## src/mm4_pkg.sv

```systemverilog
// ----------------------------------------------------------------------------
// mm4_pkg
// Shared sizes, derived widths and types of the 4x4 fixed-point multiplier.
// ----------------------------------------------------------------------------
package mm4_pkg;

  // matrix size and element width
  localparam int DIM      = 4;
  localparam int ELEM_W   = 16;

  // fixed field widths of the channels
  localparam int IN_IDX_W = 4;
  localparam int IN_VAL_W = 16;
  localparam int RC_W     = 2;
  localparam int VAL_W    = 34;

  // derived sizes
  localparam int CELLS    = DIM * DIM;
  localparam int ADDR_W   = $clog2(CELLS);
  localparam int IDX_W    = $clog2(DIM);
  localparam int PROD_W   = 2 * ELEM_W;
  localparam int SUM_W    = PROD_W + $clog2(DIM);
  localparam int ACC_W    = (SUM_W > VAL_W) ? SUM_W : VAL_W;

  // operand selector
  localparam logic SEL_LEFT  = 1'b0;
  localparam logic SEL_RIGHT = 1'b1;

  // control that travels with each pair of operands into the mac
  typedef struct packed {
    logic vld;
    logic first;
    logic last;
  } mm4_tag_t;

endpackage

```

## src/mm4_if.sv

```systemverilog
// ----------------------------------------------------------------------------
// mm4 channel interfaces
// Valid/ready channels for element loads and for product elements.
// ----------------------------------------------------------------------------
interface mm4_in_if
  import mm4_pkg::*;
  ();
  logic                       valid;
  logic                       ready;
  logic                       which_matrix;
  logic [IN_IDX_W-1:0]        elem_index;
  logic signed [IN_VAL_W-1:0] elem_value;
  logic                       compute_now;

  modport source (output valid, which_matrix, elem_index, elem_value, compute_now,
                  input ready);
  modport sink   (input valid, which_matrix, elem_index, elem_value, compute_now,
                  output ready);
endinterface

interface mm4_out_if
  import mm4_pkg::*;
  ();
  logic                    valid;
  logic                    ready;
  logic [RC_W-1:0]         out_row;
  logic [RC_W-1:0]         out_col;
  logic signed [VAL_W-1:0] out_value;
  logic                    out_last;

  modport source (output valid, out_row, out_col, out_value, out_last, input ready);
  modport sink   (input valid, out_row, out_col, out_value, out_last, output ready);
endinterface

```

## src/mm4_store.sv

```systemverilog
// ----------------------------------------------------------------------------
// mm4_store
// One operand matrix: synchronous memory with one write and one read port,
// registered read data, per-entry valid bits so that reset reads as zero.
// ----------------------------------------------------------------------------
module mm4_store
  import mm4_pkg::*;
(
  input  logic              clk,
  input  logic              rst_n,
  input  logic              wr_en,
  input  logic [ADDR_W-1:0] wr_addr,
  input  logic [ELEM_W-1:0] wr_data,
  input  logic [ADDR_W-1:0] rd_addr,
  output logic [ELEM_W-1:0] rd_data
);

  logic [ELEM_W-1:0] mem [CELLS];
  logic [CELLS-1:0]  vld_r;
  logic [ELEM_W-1:0] data_r;
  logic              hit_r;

  // memory array, no reset
  always_ff @(posedge clk) begin
    if (wr_en) begin
      mem[wr_addr] <= wr_data;
    end
    data_r <= mem[rd_addr];
  end

  // written-entry flags and read hit
  always_ff @(posedge clk) begin
    if (!rst_n) begin
      vld_r <= '0;
      hit_r <= 1'b0;
    end else begin
      if (wr_en) begin
        vld_r[wr_addr] <= 1'b1;
      end
      hit_r <= vld_r[rd_addr];
    end
  end

  // never-written entries read as zero
  assign rd_data = hit_r ? data_r : '0;

endmodule

```

## src/mm4_mac.sv

```systemverilog
// ----------------------------------------------------------------------------
// mm4_mac
// Two-stage multiply-accumulate: registered product, then running sum that
// restarts on the first pair of a dot product and flags the last one.
// ----------------------------------------------------------------------------
module mm4_mac
  import mm4_pkg::*;
(
  input  logic                    clk,
  input  logic                    rst_n,
  input  mm4_tag_t                tag,
  input  logic signed [ELEM_W-1:0] a,
  input  logic signed [ELEM_W-1:0] b,
  output logic                    done,
  output logic signed [VAL_W-1:0] sum
);

  logic signed [PROD_W-1:0] prod_r;
  mm4_tag_t                 tag_r;
  logic signed [ACC_W-1:0]  acc_r;
  logic signed [ACC_W-1:0]  acc_nxt;
  logic                     done_r;

  // product stage
  always_ff @(posedge clk) begin
    prod_r <= PROD_W'(a) * PROD_W'(b);
  end

  // accumulate, restart on the first pair
  always_comb begin
    if (tag_r.first) begin
      acc_nxt = ACC_W'(prod_r);
    end else begin
      acc_nxt = acc_r + ACC_W'(prod_r);
    end
  end

  always_ff @(posedge clk) begin
    if (tag_r.vld) begin
      acc_r <= acc_nxt;
    end
  end

  // control pipeline
  always_ff @(posedge clk) begin
    if (!rst_n) begin
      tag_r  <= '0;
      done_r <= 1'b0;
    end else begin
      tag_r  <= tag;
      done_r <= tag_r.vld & tag_r.last;
    end
  end

  assign done = done_r;
  assign sum  = acc_r[VAL_W-1:0];

endmodule

```

## src/matrix4x4_multiply.sv

```systemverilog
// ----------------------------------------------------------------------------
// matrix4x4_multiply
// Loads Q8.8 elements into left and right operand memories and, on request,
// streams the Q18.16 product matrix in row-major order.
//
//   channel  dir  payload                                       handshake
//   in_ch    in   which_matrix, elem_index, elem_value,         valid/ready
//                 compute_now
//   out_ch   out  out_row, out_col, out_value, out_last         valid/ready
//
// A load item is taken while the block is idle. A compute item then holds off
// the input until the last product element is in the output register; each
// product element takes 4 memory reads, 2 mac stages, load of the output
// register and one taken result; the single read port of each operand memory sets the read phase.
// Reset is synchronous; the operand memories read as zero until written.
// A stalled sink holds the product element and halts the next element's reads.
// ----------------------------------------------------------------------------
module matrix4x4_multiply
  import mm4_pkg::*;
(
  input  logic      clk,
  input  logic      rst_n,
  mm4_in_if.sink    in_ch,
  mm4_out_if.source out_ch
);

  typedef enum logic [1:0] {
    ST_IDLE,
    ST_ISSUE,
    ST_DRAIN
  } state_t;

  state_t              state_r;
  logic [IDX_W-1:0]    row_r;
  logic [IDX_W-1:0]    col_r;
  logic [IDX_W-1:0]    k_r;
  mm4_tag_t            tag_r;

  logic                out_valid_r;
  logic [RC_W-1:0]     out_row_r;
  logic [RC_W-1:0]     out_col_r;
  logic [VAL_W-1:0]    out_value_r;
  logic                out_last_r;

  logic                in_take;
  logic                wr_ok;
  logic                wr_left;
  logic                wr_right;
  logic [ADDR_W-1:0]   wr_addr;
  logic [ELEM_W-1:0]   wr_data;
  logic [ADDR_W-1:0]   rd_addr_left;
  logic [ADDR_W-1:0]   rd_addr_right;
  logic [ELEM_W-1:0]   rd_left;
  logic [ELEM_W-1:0]   rd_right;
  logic                issue;
  logic                k_end;
  logic                col_end;
  logic                row_end;
  logic                mac_done;
  logic signed [VAL_W-1:0] mac_sum;

  // input handshake and store write
  assign in_ch.ready = (state_r == ST_IDLE);
  assign in_take     = in_ch.valid & in_ch.ready;
  assign wr_ok       = int'(in_ch.elem_index) < CELLS;
  assign wr_addr     = ADDR_W'(in_ch.elem_index);
  assign wr_data     = ELEM_W'(in_ch.elem_value);
  assign wr_left     = in_take & wr_ok & (in_ch.which_matrix == SEL_LEFT);
  assign wr_right    = in_take & wr_ok & (in_ch.which_matrix == SEL_RIGHT);

  // read addresses: left row r, right column c, step k
  assign rd_addr_left  = ADDR_W'(row_r) * ADDR_W'(DIM) + ADDR_W'(k_r);
  assign rd_addr_right = ADDR_W'(k_r) * ADDR_W'(DIM) + ADDR_W'(col_r);

  // sequencing conditions
  assign issue   = (state_r == ST_ISSUE) & ~out_valid_r;
  assign k_end   = (k_r == IDX_W'(DIM - 1));
  assign col_end = (col_r == IDX_W'(DIM - 1));
  assign row_end = (row_r == IDX_W'(DIM - 1));

  mm4_store u_left (
    .clk     (clk),
    .rst_n   (rst_n),
    .wr_en   (wr_left),
    .wr_addr (wr_addr),
    .wr_data (wr_data),
    .rd_addr (rd_addr_left),
    .rd_data (rd_left)
  );

  mm4_store u_right (
    .clk     (clk),
    .rst_n   (rst_n),
    .wr_en   (wr_right),
    .wr_addr (wr_addr),
    .wr_data (wr_data),
    .rd_addr (rd_addr_right),
    .rd_data (rd_right)
  );

  mm4_mac u_mac (
    .clk   (clk),
    .rst_n (rst_n),
    .tag   (tag_r),
    .a     (rd_left),
    .b     (rd_right),
    .done  (mac_done),
    .sum   (mac_sum)
  );

  // sequencer and output register
  always_ff @(posedge clk) begin
    if (!rst_n) begin
      state_r     <= ST_IDLE;
      row_r       <= '0;
      col_r       <= '0;
      k_r         <= '0;
      tag_r       <= '0;
      out_valid_r <= 1'b0;
    end else begin
      // tag aligned with the registered memory read
      tag_r.vld   <= issue;
      tag_r.first <= (k_r == '0);
      tag_r.last  <= k_end;

      if (out_ch.valid && out_ch.ready) begin
        out_valid_r <= 1'b0;
      end

      unique case (state_r)
        ST_IDLE: begin
          if (in_take && in_ch.compute_now) begin
            row_r   <= '0;
            col_r   <= '0;
            k_r     <= '0;
            state_r <= ST_ISSUE;
          end
        end
        ST_ISSUE: begin
          if (issue) begin
            if (k_end) begin
              k_r     <= '0;
              state_r <= ST_DRAIN;
            end else begin
              k_r <= k_r + IDX_W'(1);
            end
          end
        end
        ST_DRAIN: begin
          if (mac_done) begin
            out_valid_r <= 1'b1;
            out_row_r   <= RC_W'(row_r);
            out_col_r   <= RC_W'(col_r);
            out_value_r <= mac_sum;
            out_last_r  <= row_end & col_end;
            if (col_end) begin
              col_r <= '0;
              row_r <= row_r + IDX_W'(1);
            end else begin
              col_r <= col_r + IDX_W'(1);
            end
            state_r <= (row_end && col_end) ? ST_IDLE : ST_ISSUE;
          end
        end
        default: begin
          state_r <= ST_IDLE;
        end
      endcase
    end
  end

  // result channel
  assign out_ch.valid     = out_valid_r;
  assign out_ch.out_row   = out_row_r;
  assign out_ch.out_col   = out_col_r;
  assign out_ch.out_value = out_value_r;
  assign out_ch.out_last  = out_last_r;

endmodule

```

## src/flat_wrapper.sv

```systemverilog
// flat-port wrapper written by rule: the top's interface ports become plain ports
module matrix4x4_multiply_flat import mm4_pkg::*;
  (clk, rst_n, in_ch_valid, in_ch_which_matrix, in_ch_elem_index, in_ch_elem_value, in_ch_compute_now, in_ch_ready, out_ch_valid, out_ch_out_row, out_ch_out_col, out_ch_out_value, out_ch_out_last, out_ch_ready);
  mm4_in_if in_ch_i ();
  mm4_out_if out_ch_i ();
  input  logic clk;
  input  logic rst_n;
  input wire logic [$bits(in_ch_i.valid)-1:0] in_ch_valid;
  input wire logic [$bits(in_ch_i.which_matrix)-1:0] in_ch_which_matrix;
  input wire logic [$bits(in_ch_i.elem_index)-1:0] in_ch_elem_index;
  input wire logic [$bits(in_ch_i.elem_value)-1:0] in_ch_elem_value;
  input wire logic [$bits(in_ch_i.compute_now)-1:0] in_ch_compute_now;
  output wire logic [$bits(in_ch_i.ready)-1:0] in_ch_ready;
  output wire logic [$bits(out_ch_i.valid)-1:0] out_ch_valid;
  output wire logic [$bits(out_ch_i.out_row)-1:0] out_ch_out_row;
  output wire logic [$bits(out_ch_i.out_col)-1:0] out_ch_out_col;
  output wire logic [$bits(out_ch_i.out_value)-1:0] out_ch_out_value;
  output wire logic [$bits(out_ch_i.out_last)-1:0] out_ch_out_last;
  input wire logic [$bits(out_ch_i.ready)-1:0] out_ch_ready;
  assign in_ch_i.valid = in_ch_valid;
  assign in_ch_i.which_matrix = in_ch_which_matrix;
  assign in_ch_i.elem_index = in_ch_elem_index;
  assign in_ch_i.elem_value = in_ch_elem_value;
  assign in_ch_i.compute_now = in_ch_compute_now;
  assign in_ch_ready = in_ch_i.ready;
  assign out_ch_valid = out_ch_i.valid;
  assign out_ch_out_row = out_ch_i.out_row;
  assign out_ch_out_col = out_ch_i.out_col;
  assign out_ch_out_value = out_ch_i.out_value;
  assign out_ch_out_last = out_ch_i.out_last;
  assign out_ch_i.ready = out_ch_ready;
  matrix4x4_multiply u_core (.clk(clk), .rst_n(rst_n), .in_ch(in_ch_i), .out_ch(out_ch_i));
endmodule
```

## config.mk

```make
export PLATFORM = sky130hd
export DESIGN_NAME = matrix4x4_multiply_flat
export DESIGN_NICKNAME = d
export VERILOG_FILES = /design/src/mm4_pkg.sv /design/src/mm4_if.sv /design/src/mm4_store.sv /design/src/mm4_mac.sv /design/src/matrix4x4_multiply.sv /design/src/flat_wrapper.sv
export SDC_FILE = /design/constraint.sdc
export NUM_CORES = 1
export LEC_CHECK = 0
export CAP_MARGIN = 5
export CELL_PAD_IN_SITES_DETAIL_PLACEMENT = 1
export CELL_PAD_IN_SITES_GLOBAL_PLACEMENT = 1
export CORE_MARGIN = 3
export CORE_UTILIZATION = 61
export CTS_BUF_LIST = sky130_fd_sc_hd__clkbuf_8
export CTS_CLUSTER_DIAMETER = 60
export DETAILED_ROUTE_END_ITERATION = 16
export DONT_BUFFER_PORTS = 1
export PLACE_DENSITY_LB_ADDON = 0.1
export SETUP_SLACK_MARGIN = 0.05
export SLEW_MARGIN = 25
export SYNTH_ARGS = -nofsm -noshare
export SYNTH_HDL_FRONTEND = slang
export SYNTH_SLANG_ARGS = --single-unit
export TNS_END_PERCENT = 20
```

## constraint.sdc

```tcl
create_clock -name clk -period 16.5 [get_ports clk]
set_input_delay 1.65 -clock clk [delete_from_list [all_inputs] [get_ports clk]]
set_output_delay 1.65 -clock clk [all_outputs]
set_load 0.05 [all_outputs]
```

Word-level counts from Yosys, hierarchy flattened
Memories as Yosys holds them, arrays and structs flattened. A register that Yosys moved wholly into a read port is not among the register bits.
Cells that the tools add are included.
{"block": "op_classes", "addsub": 6, "n_mul": 1, "div_mod_pow": 0, "order_cmp": 4, "eq_ne": 10, "shifts": 0, "muxes": 32, "n_bitwise": 10, "n_reduce_logical": 13}
{"operator": "$add A34 B32 Y34", "n": 1}
{"operator": "$mux W34", "n": 1}
{"operator": "$mul A16 B16 Y32", "n": 1}
{"operator": "$mux W16", "n": 2}
{"operator": "$or A16 B16 Y16", "n": 2}
{"operator": "$mux W2", "n": 11}
{"operator": "$lt A4 B5 Y1 const B", "n": 3}
{"operator": "$pmux W2 S2", "n": 3}
{"operator": "$mux W1", "n": 11}
{"operator": "$reduce_and A3 Y1", "n": 3}
{"operator": "$add A4 B2 Y4", "n": 2}
{"operator": "$bmux W1 S4", "n": 2}
{"operator": "$eq A2 B2 Y1 const B", "n": 4}
{"operator": "$reduce_and A4 Y1", "n": 2}
{"operator": "$add A2 B1 Y2 const B", "n": 3}
{"operator": "$and A1 B1 Y1", "n": 6}
{"operator": "$ne A2 B1 Y1 const B", "n": 3}
{"operator": "$pmux W2 S3", "n": 1}
{"operator": "$demux W1 S4", "n": 1}
{"operator": "$ge A4 B1 Y1 const B", "n": 1}
{"operator": "$logic_and A1 B1 Y1", "n": 4}
{"operator": "$logic_not A2 Y1", "n": 2}
{"operator": "$ne A2 B2 Y1 const B", "n": 2}
{"operator": "$reduce_bool A2 Y1", "n": 2}
{"operator": "other kinds (2)", "n": 3}
{"block": "word_totals", "reg_bits": 155, "latchBits": 0, "mem_bits_rw": 512, "romBits": 0, "in_bits": 26, "wordCells": 100, "mem_count": 2}
{"memory": "u_core.u_left.mem", "words": 16, "word_bits": 16, "rd": 1, "rd_ports_with_merged_regs": 1, "wr": 1, "line_no": "mm4_store.sv:18", "source": "logic [ELEM_W-1:0] mem [CELLS];"}
{"memory": "u_core.u_right.mem", "words": 16, "word_bits": 16, "rd": 1, "rd_ports_with_merged_regs": 1, "wr": 1, "line_no": "mm4_store.sv:18"}

Longest topological paths before layout
Gate-level depths: netlist of run 1.
{"block": "depth", "word_depth": 5, "ltp_mapped": 26}

Hierarchy
From an unflattened synthesis of run 1, not the netlist that was laid out.
{"block": "unflattened", "cells_unflattened": 2563, "area_unflattened_um2": 36750.2}
{"mod": "mm4_store", "n_inst": 2, "cells_per_inst": 503, "area_each_um2": 10731.5}
{"mod": "mm4_mac", "n_inst": 1, "cells_per_inst": 1455, "area_each_um2": 13551.7}
{"mod": "matrix4x4_multiply", "n_inst": 1, "cells_per_inst": 102, "area_each_um2": 1735.4}

Worst setup path after synthesis of run 1
OpenSTA, ideal clock, no wires.
{"block": "synth_timing", "kind": "flip-flop to flip-flop", "from": "register u_core.u_left.hit_r", "to": "register u_core.u_mac.prod_r[29]", "setup_time_ns": 0.072, "arrival_time_ns": 6.135, "slack_ns": 10.293, "stages_incl_launch_ff": 26, "period_less_slack_ns": 6.207, "path_cell_list": "dfxtp_1 > clkbuf_1 > buf_1 > nand2_1 > nor2_1 > fa_1 > inv_1 > fa_1 > fa_1 > fa_1 > inv_1 > fa_1 > inv_1 > fa_1 > inv_1 > ha_1 > a21o_1 > a21o_1 > a211o_1 > a21oi_2 > nand2b_1 > a21o_2 > o211ai_2 > a31o_1 > a21oi_2 > xnor2_1"}
{"block": "synth_via", "elab_chain_cells": 2}
{"item": "from (decl)", "line_no": "mm4_store.sv:21", "source": "logic hit_r;"}
{"item": "from (signal assigned)", "line_no": "mm4_store.sv:40", "source": "hit_r <= vld_r[rd_addr];"}
{"item": "$mux W16", "line_no": "mm4_store.sv:45", "source": "assign rd_data = hit_r ? data_r : '0;"}
{"item": "$mul A16 B16 Y32", "line_no": "mm4_mac.sv:26", "source": "prod_r <= PROD_W'(a) * PROD_W'(b);"}
{"item": "to (signal assigned)", "line_no": "mm4_mac.sv:26"}
{"item": "to (decl)", "line_no": "mm4_mac.sv:18", "source": "logic signed [PROD_W-1:0] prod_r;"}
No other way between the ends.
A chain may end at the register's enable or synchronous reset.

Final worst setup path of run 1
{"block": "layout_timing", "from": "register u_core.u_right.hit_r", "to": "register u_core.u_mac.prod_r[26]"}
{"block": "layout_via", "elab_chain_cells": 2}
{"item": "from (decl)", "line_no": "mm4_store.sv:21"}
{"item": "from (signal assigned)", "line_no": "mm4_store.sv:40"}
{"item": "$mux W16", "line_no": "mm4_store.sv:45"}
{"item": "$mul A16 B16 Y32", "line_no": "mm4_mac.sv:26"}
No other way between the ends.

==> metrics list, run 1 <==
* Leakage power: 15.0 nW
* Global Route Usage Sum: 0.358
- Number of distinct library cell variants in the gate-level netlist after synthesis: 68
* Number of synthesized flops with an enable pin: 585
* Filler instances: 5,188
- In this run the number of H-tree levels came out at 3.
- Counting flops with an async set or reset pin after synthesis yields a share of 0.
- Part of the cycle the worst path needs: 0.433
- The final layout contains 2,935 nets.
- Post-CTS timing repair inserted 0 buffers for setup.
* Number of antenna violations at the first check in global routing: 3
* Post-detailed-route DRC marker count: 0
- Setup repair after global routing left no endpoint under its margin.
- The total count of max-transition violations in the final report is 0.
- Top cell type's share of synthesized area: 0.482
* Number of hold-repair buffers added at the cts stage: 0
- The wire-length estimate of the detail-placed layout is 68.8 mm.
- Sequential-to-total area share from yosys stat: 0.545
- In the synthesized netlist the dominant register cell turns out to be edfxtp_1.
- In this run the worst path has a maximum fanout of 38.
- Master cell of the clock root buffer: clkbuf_8
- Average cell area after synthesis: 14.7 µm²
- Clk Latency, worst-skew pair: 0.77 ns
* I/O pin count: 67
- Subtracting the final worst setup slack from the clock period gives 7.14 ns.
* Required time of the critical path: 17.12 ns
* Worst path max stage delay: 0.91 ns
- Adding up every negative setup slack in the final design gives 0 ns.
- Class of the worst hold path: flip-flop to flip-flop
- Sequential cell area: 19,900 µm²
- Die Height: 250 µm
* Kind of launch point of the worst setup path: flip-flop
- The routed layout has 21,914 vias.
- Synthesis produced a netlist whose cell count is 2,471.
- Relative to the synthesized area, the layout overhead comes to 8.26%.
- Setup violations remaining at the end of the flow were counted as 0.
- Standard-cell rows: 88
* Slew margin rel.: 0.270
* Ordered list of cells on the worst path: buf_4 > and2_0 > nand2_1 > fa_1 > inv_1 > fa_1 > inv_1 > fa_1 > inv_1 > fa_1 > fa_1 > inv_1 > fa_1 > inv_1 > ha_1 > nand4_1 > nor2_1 > a211o_1 > a32oi_1 > nand2_1 > o21a_1 > a21o_1 > a211oi_1 > nor2_1
- For this configuration, the core starts out at a cell density of 0.624.
- Final Hold Violating Endpoints: 0
* Maximum number of pins on one net before global-route repair: 52
* Top cells by area in the synthesized netlist: edfxtp_1, fa_1, mux4_2
- The first detailed-routing pass ran for 6 iterations.
- TritonCTS built the clock tree.
- Number of global-route vias before repair: 24,428
- At the pin with the least slew margin, the transition time is 1.09 ns.
* Synthesized Nets: 2,879
- Count of synthesis-stage warnings from yosys: 0
* Run status: completed
- Total of cells resized after clock tree synthesis: 0
- After detailed routing, the average wire length per cell comes to 32.3 µm.
* Die outline width: 250 µm
* Standard cell with the maximum stage delay on the critical path: and2_0
- Cts bufs inserted: 106
* Clk pin slew, worst setup/hold paths: 0.08 ns
- Input and output buffers added on the ports amount to 0.
* Synthesis-stage register bit count: 699
* Vias per cell: 6.47
- Summed over all instances, the cell type with the most area after synthesis is edfxtp_1.
- For this block, the routed nets add up to 109 mm of wire.
- Of the cells placed in the final design, the portion with a size suffix greater than 1 is 0.145.
- After the first detailed-routing iteration, the DRC count stood at 2,608.
* Kind of end point of the critical path: flip-flop
- Post-route ant nets: 0
* Number of clock sinks: 699
- F_max: 140 MHz
- Congestion Overflow GR: 0
- Setup clock skew after layout: 0.0445 ns
* Pwr Density: 87.5 nW/µm²
* Core area: 58,400 µm²
- Area of the die: 62,700 µm²
- At the end of routability-driven placement, the weighted congestion stood at 0.937.
- Max clock buf depth: 3
* Multi-input logic area: 15,100 µm²
* Category of the critical setup timing path: flip-flop to flip-flop
- The completed layout was analyzed and its total power is 3.45 mW.
* Number of maximum-capacitance violations: 0
* Combined area of all synthesized cells: 36,400 µm²
- Global-route wire length before repair: 163 mm
* Most Frequent Cell on Critical Path: fa_1
- Arrival time reported for the critical path endpoint: 7.76 ns
- Across the VDD grid, the largest voltage drop is 0.0000882 V.
[registers in the layout, summed over array words and instances (netlist names), 2 cells and up]
signal	cells
u_core.u_right.mem	256
u_core.u_left.data_r	16
u_core.u_left.mem	256
u_core.row_r	2
u_core.u_mac.prod_r	32
u_core.col_r	2
u_core.u_mac.tag_r	3
u_core.u_right.data_r	16
u_core.out_ch.out_value	34
u_core.state_r	2
u_core.u_mac.sum	34
u_core.k_r	2
u_core.u_right.vld_r	16
u_core.out_ch.out_col	2
u_core.u_left.vld_r	16
u_core.out_ch.out_row	2
u_core.tag_r	3
[per-layer routing]
metal	wire, µm	vias to the layer above	GRT usage
met2	55700	1367	0.612
met4	5050	0	0.143
met1	39000	11376	0.449
met3	9450	313	0.0769
li1	-	8858	-
met5	0	-	0
[layout by cell type (no fill, tap or decap), types with 5 or more instances in the layout]
cell type  synthesis  layout
nor2_1           196     194
nor3b_1            5       5
fa_1             263     263
o21ai_1           11      11
nor3_1            12      12
xnor2_1           43      43
clkbuf_8           1     115
nand3_1           26      26
edfxtp_1         585     585
o31ai_1            5       5
ha_1             119     119
clkinv_1           0      25
a21oi_1           48      48
o21ai_0           40      40
and3_1            12      11
nand2_1          201     201
and2_1            34      34
nor4b_1            5       5
o21bai_1          10      10
o21a_1            40      40
dfxtp_1          114     107
a31oi_1            5       5
nand2b_1          15      15
inv_1            288     329
mux4_2           170     170
buf_4              0      43
xor2_1            18      18
nor2b_1           12      12
clkinv_2           0      10
a211oi_1           6       6
a21o_1            31      31
[cell type report]
cell class	instances	area share
Tap cell	765	0.0243
Multi-Input combinational cell	1387	0.383
Sequential cell	699	0.504
Clock inverter	85	0.0123
Timing Repair Buffer	44	0.00847
Antenna cell	1	0.0000635
Clock buffer	115	0.0401
Inverter	289	0.0275
[worst max-delay path: cells and delay by family (launching register included)]
family / cells / cell delay (ns)
simple gates: 6 / 1.58
flops: 1 / 0.31
buf+inv: 6 / 0.59
compound gates: 5 / 1.18
fa+ha+maj: 7 / 3.34
[stage by stage]
stage / setup WS, ns / cell area (µm²) / hold slack (ns) / util / instances
finish: 9.36 / 39400 / 0.454 / 0.676 / 3385
global route: 9.06 / 39400 / 0.467 / 0.676 / 3385
CTS: 9.22 / 39400 / 0.455 / 0.675 / 3384
detailed placement: 9.25 / 37300 / 0.422 / 0.640 / 3184
global placement: 9.36 / 37300 / 0.415 / 0.640 / 3184
floorplan: 10.29 / 36400 / 0.412 / - / 2471
[where the power goes]
part	internal, mW	leakage [nW]	switching, mW	total (mW)
Combinational	0.0320	7.55	0.0413	0.0732
Sequential	1.93	6.21	0.0188	1.94
Clock	0.660	1.20	0.774	1.43
Total	2.62	15.0	0.834	3.45
[kinds of logic after synthesis]
family | after synthesis | synth area share
multiplexers | 174 | 0.106
adder cells (fa/ha/maj) | 382 | 0.185
AO/OA/AOI/OAI | 231 | 0.0431
XOR/XNOR | 61 | 0.0147
flip-flops | 699 | 0.545
AND/OR/NAND/NOR | 539 | 0.0653
buffers and inverters | 385 | 0.0402
[worst paths after layout]
path                                         from                                to  slack (ns)  depth (start not counted)
setup / recovery  u_core.u_right.hit_r$_SDFF_PN0_   u_core.u_mac.prod_r[26]$_DFF_P_        9.36                         24
hold / removal         u_core.tag_r[2]$_SDFF_PN0_  u_core.u_mac.tag_r[2]$_SDFF_PN0_        0.45                          1
setup reg to reg  u_core.u_right.hit_r$_SDFF_PN0_   u_core.u_mac.prod_r[26]$_DFF_P_        9.36                         24
hold reg to reg        u_core.tag_r[2]$_SDFF_PN0_  u_core.u_mac.tag_r[2]$_SDFF_PN0_        0.45                          1
[Yosys cell counts, drive strengths merged, types with 4 or more instances]
library cell,number
edfxtp,585
inv,289
fa,263
nand2,201
nor2,196
mux4,170
ha,119
dfxtp,114
clkbuf,74
a21oi,51
o21ai,51
xnor2,43
o21a,40
and2,37
a21o,32
nand3,26
buf,22
xor2,18
nand2b,15
and3,13
nor2b,12
nor3,12
o21bai,10
a211oi,6
a21boi,6
a31oi,6
nor4b,6
o211ai,6
nor3b,5
o31ai,5
a211o,4
nand4,4
No activity file was read; power rests on OpenSTA's default activity.
==> run 2, diff against run 1 <==
--- a/config.mk
+++ b/config.mk
@@ -5,11 +5,12 @@
 export SDC_FILE = /design/constraint.sdc
 export NUM_CORES = 1
 export LEC_CHECK = 0
+export ABC_AREA = 1
 export CAP_MARGIN = 5
 export CELL_PAD_IN_SITES_DETAIL_PLACEMENT = 1
 export CELL_PAD_IN_SITES_GLOBAL_PLACEMENT = 1
 export CORE_MARGIN = 3
-export CORE_UTILIZATION = 61
+export CORE_UTILIZATION = 54
 export CTS_BUF_LIST = sky130_fd_sc_hd__clkbuf_8
 export CTS_CLUSTER_DIAMETER = 60
 export DETAILED_ROUTE_END_ITERATION = 16
==> constraint.sdc (replaced) <==
create_clock -name clk -period 7.4 [get_ports clk]
set_input_delay 0.74 -clock clk [delete_from_list [all_inputs] [get_ports clk]]
set_output_delay 0.74 -clock clk [all_outputs]
set_load 0.05 [all_outputs]
==> metrics list, run 2 <==
* Die outline width: 272 µm (was 250 µm)
- The library cell with the largest summed area after synthesis is edfxtp_1 (unchanged).
- The share of Yosys cell area claimed by the top area cell type came to 0.461 (was 0.482).
- Worst reg2reg endpoint: u_core.u_mac.prod_r[29]$_DFF_P_ (was u_core.u_mac.prod_r[26]$_DFF_P_)
- Clk Latency, worst-skew pair: 0.78 ns (was 0.77 ns)
- The number of distinct standard cells referenced by the synthesized netlist is 49 (was 68).
- The power share of the combinational group came to 0.265 (was 0.021).
- Share of total power consumed by net switching: 0.359 (was 0.242)
- Leading registers by flop count: u_core.u_left.mem: 256 flops, u_core.u_right.mem: 256 flops (unchanged)
- The TritonCTS clock tree is done (unchanged).
- Internal power of the cells: 7.02 mW (was 2.62 mW)
- Sequential share of power: 0.433 (was 0.563)
- Category of the critical setup timing path: flip-flop to flip-flop (unchanged)
- The register bit count reported by yosys came to 699 (unchanged).
* Area Growth Syn to Fin: 9.06% (was 8.26%)
- Final count of pins violating max slew: 0 (unchanged)
* Number of synthesized flops with an enable pin: 585 (unchanged)
- Filler instances: 7,415 (was 5,188)
- The number of cells produced by synthesis was 3,602 (was 2,471).
- Iter 0 DRT Violations: 2,668 (was 2,608)
- Biggest fanout along the worst timing path: 17 (was 38)
- Area after detailed placement: 39,200 µm² (was 37,300 µm²)
* Leakage power: 16.7 nW (was 15.0 nW)
* Commonest register cell after synthesis: edfxtp_1 (unchanged)
- Pwr Density: 263 nW/µm² (was 87.5 nW/µm²)
- Standard-cell rows: 96 (was 88)
- Die Height: 272 µm (was 250 µm)
* Via total after detailed routing: 27,418 (was 21,914)
- Register-to-Register Setup Slack: 0.58 ns (was 9.36 ns)
- Count of synthesis-stage warnings from yosys: 0 (unchanged)
- Class of the worst hold path: input port to flip-flop (was flip-flop to flip-flop)
- Sequential-to-total area share from yosys stat: 0.521 (was 0.545)
* F_max: 147 MHz (was 140 MHz)
- The global router's overall resource usage was 0.319 (was 0.358).
- Hold Path Stages: 0 (was 1)
- The wire length per cell after detailed routing came to 25.1 µm (was 32.3 µm).
- Global-route wire length before repair: 179 mm (was 163 mm)
- The via-per-instance ratio was 5.88 (was 6.47).
* Max clock buf depth: 3 (unchanged)
- Kind of launch point of the worst setup path: flip-flop (unchanged)
- The clock share of power came to 0.302 (was 0.415).
- Total of cells resized after clock tree synthesis: 0 (unchanged)
* Worst-case reg-to-reg path depth: 19 (was 24)
* Number of clock sinks: 699 (unchanged)
- Number of maximum-capacitance violations: 0 (unchanged)
* Fin cells: 4,664 (was 3,385)
- The proportion of synthesized flip-flops having asynchronous set or reset was 0 (unchanged).
* Hold_sp: in_ch_elem_value[1] (was u_core.tag_r[2]$_SDFF_PN0_)
* Setup Viol. Count Final: 0 (unchanged)
- The placer congestion estimate was 1.03 (was 0.937).
* Top cells by area in the synthesized netlist: edfxtp_1, fa_1, nor2_1 (was edfxtp_1, fa_1, mux4_2)
- The part of the cycle the worst path needs came to 0.922 (was 0.433).
* Layout Cell Area excl Fill: 41,600 µm² (was 39,400 µm²)
* Area of the die: 73,800 µm² (was 62,700 µm²)
* VDD IR-drop max: 0.000228 V (was 0.0000882 V)
- The H-tree depth came to 3 (unchanged).
* Kind of end point of the critical path: flip-flop (unchanged)
- Setup clock skew after layout: 0.0708 ns (was 0.0445 ns)
- Congestion Overflow GR: 0 (unchanged)
* Initial core utilization: 0.550 (was 0.624)
- The final HPWL from detailed placement is 81.6 mm (was 68.8 mm).
* Dominant cell by count in the synthesized netlist: nor2_1 (was edfxtp_1)
- I/O pin count: 67 (unchanged)
- Final hold slack: 0.0656 ns (was 0.454 ns)
* Average cell area after synthesis: 10.6 µm² (was 14.7 µm²)
- The switching power total was 3.93 mW (was 834 µW).
- Sequential cell area: 19,900 µm² (about the same)
* Slew margin rel.: 0.347 (was 0.270)
- Post-detailed-route DRC marker count: 0 (unchanged)
* Run status: completed (unchanged)
- Cts bufs inserted: 110 (was 106)
- The cell area after synthesis is 38,100 µm² (was 36,400 µm²).
- Setup TNS: 0 ns (unchanged)
- Most frequent cells in the layout: nor2_1, edfxtp_1, nand2_1 (was edfxtp_1, inv_1, fa_1).
* Placed cell count: 4,450 (was 3,184)
- Net count reported at finish: 4,044 (was 2,935)
- Unrepaired setup endpoints after global routing: false (unchanged)
* Number of global-route vias before repair: 29,787 (was 24,428)
- Terminating pin of the worst hold path: u_core.u_right.mem[5][1]$_DFFE_PP_ (was u_core.u_mac.tag_r[2]$_SDFF_PN0_)
* Multi-input logic area: 16,000 µm² (was 15,100 µm²)
- The initial antenna violation count came to 4 (was 3).
- The final critical delay including setup and external delays was 6.82 ns (was 7.14 ns).
- Iteration count of the initial detailed-routing pass: 6 (unchanged)
* Arrival time reported for the critical path endpoint: 7.45 ns (was 7.76 ns)
* Core area: 69,300 µm² (was 58,400 µm²)
- Most common cell after layout, fill and taps aside: nor2_1 (was edfxtp_1)
- Post-synth top cells: nor2_1, edfxtp_1, nand2_1 (was edfxtp_1, inv_1, fa_1)
* Clk pin slew, worst setup/hold paths: 0.06 ns (was 0.08 ns)
- The ratio of cells with drive above 1 in the final layout was 0.0809 (was 0.145).
* Post-route ant nets: 0 (unchanged)
* Transition time of the tightest slew-check pin: 0.979 ns (was 1.09 ns)
- Final Hold Violating Endpoints: 0 (unchanged)
- WL final: 117 mm (was 109 mm)
* Required time of the critical path: 8.03 ns (was 17.12 ns)
* Maximum number of pins on one net before global-route repair: 101 (was 52)
- Master cell of the clock root buffer: clkbuf_8 (unchanged)
* Launch point of the worst reg-to-reg path: u_core.u_right.hit_r$_SDFF_PN0_ (unchanged)
- Post-CTS Setup Inserts: 0 (unchanged)
- Port bufs: 0 (unchanged)
- Synthesized Nets: 4,010 (was 2,879)
==> run 2: cell types whose count changed after synthesis, sizes merged, moves of 37 or more <==
cell,previous run,this run
nand3,26,99
o22ai,1,41
buf,22,61
nand2,201,503
mux4,170,0
o221ai,0,97
o21ai,51,317
o21a,40,1
and2,37,0
inv,289,439
nor2,196,634
==> run 2: kinds of logic after synthesis <==
| family | share of synthesized area |
|---|---|
| compound gates | 0.0959 |
| xor+xnor | 0.00873 |
| fa+ha+maj | 0.177 |
| buf+inv | 0.0606 |
| flops | 0.521 |
| simple gates | 0.137 |
==> run 2: routing by layer <==
layer / vias up / GRT usage / wire, µm
li1: 12163 / - / -
met1: 14029 / 0.413 / 47300
met2: 999 / 0.547 / 58100
met3: 225 / 0.0515 / 7280
met4: 2 / 0.117 / 4410
met5: - / 0 / 9
==> run 2: power groups by stage <==
stage	sequential (mW)	combinational [mW]	clock, mW
after floorplan	4.64	1.91	0
after global placement	4.81	2.69	0
after detailed placement	4.82	2.84	0
after CTS	4.74	2.87	3.37
after global routing	4.75	3.18	3.56
final	4.74	2.91	3.31
==> run 2: timing repair <==
| item | 4_1_cts | 5_1_grt |
|---|---|---|
| hold buffers | 5 | 0 |
| setup endpoints to repair | 0 | 0 |
| endpoints found under the hold margin | 20 | 0 |
==> run 2: worst max-delay path by stage <==
stage	endpoint	slack (ns)	from
after floorplan	u_core.u_mac.prod_r[29]$_DFF_P_	1.72	u_core.u_right.hit_r$_SDFF_PN0_
after global placement	u_core.u_mac.prod_r[29]$_DFF_P_	0.70	u_core.u_right.hit_r$_SDFF_PN0_
after detailed placement	u_core.u_mac.prod_r[29]$_DFF_P_	0.63	u_core.u_right.hit_r$_SDFF_PN0_
after CTS	u_core.u_mac.prod_r[29]$_DFF_P_	0.59	u_core.u_right.hit_r$_SDFF_PN0_
after global routing	u_core.u_mac.prod_r[29]$_DFF_P_	0.12	u_core.u_right.hit_r$_SDFF_PN0_
final	u_core.u_mac.prod_r[29]$_DFF_P_	0.58	u_core.u_right.hit_r$_SDFF_PN0_
==> run 2: metrics by stage <==
stage,total power [mW],utilization,worst slack (ns)
6_report,10.9,0.600,0.576
5_1_grt,11.5,0.600,0.125
4_1_cts,11.0,0.600,0.593
3_5_place_dp,7.66,0.566,0.628
3_3_place_gp,7.51,0.565,0.697
2_1_floorplan,6.55,-,1.72
==> run 2: final cells by class <==
class | instances | area share
sequential | 699 | 0.478
inverter | 449 | 0.0407
antenna | 1 | 0.0000602
tap | 931 | 0.0280
multi-input combinational | 2309 | 0.385
clock inverter | 82 | 0.0133
timing repair buffer | 67 | 0.0129
clock buffer | 126 | 0.0417
==> run 2: worst max-delay path, cell delays in order, from the launching register on <==
cell	delay, ns
dfxtp_1	0.68
nand2_1	0.60
nor2_1	0.34
inv_1	0.14
fa_1	0.54
inv_1	0.07
fa_1	0.73
fa_1	0.51
fa_1	0.53
fa_1	0.51
inv_1	0.06
fa_1	0.48
inv_1	0.04
ha_1	0.38
a21oi_1	0.23
o21ai_0	0.20
a211oi_1	0.41
nand3_1	0.12
nand2_1	0.08
nand2_1	0.04
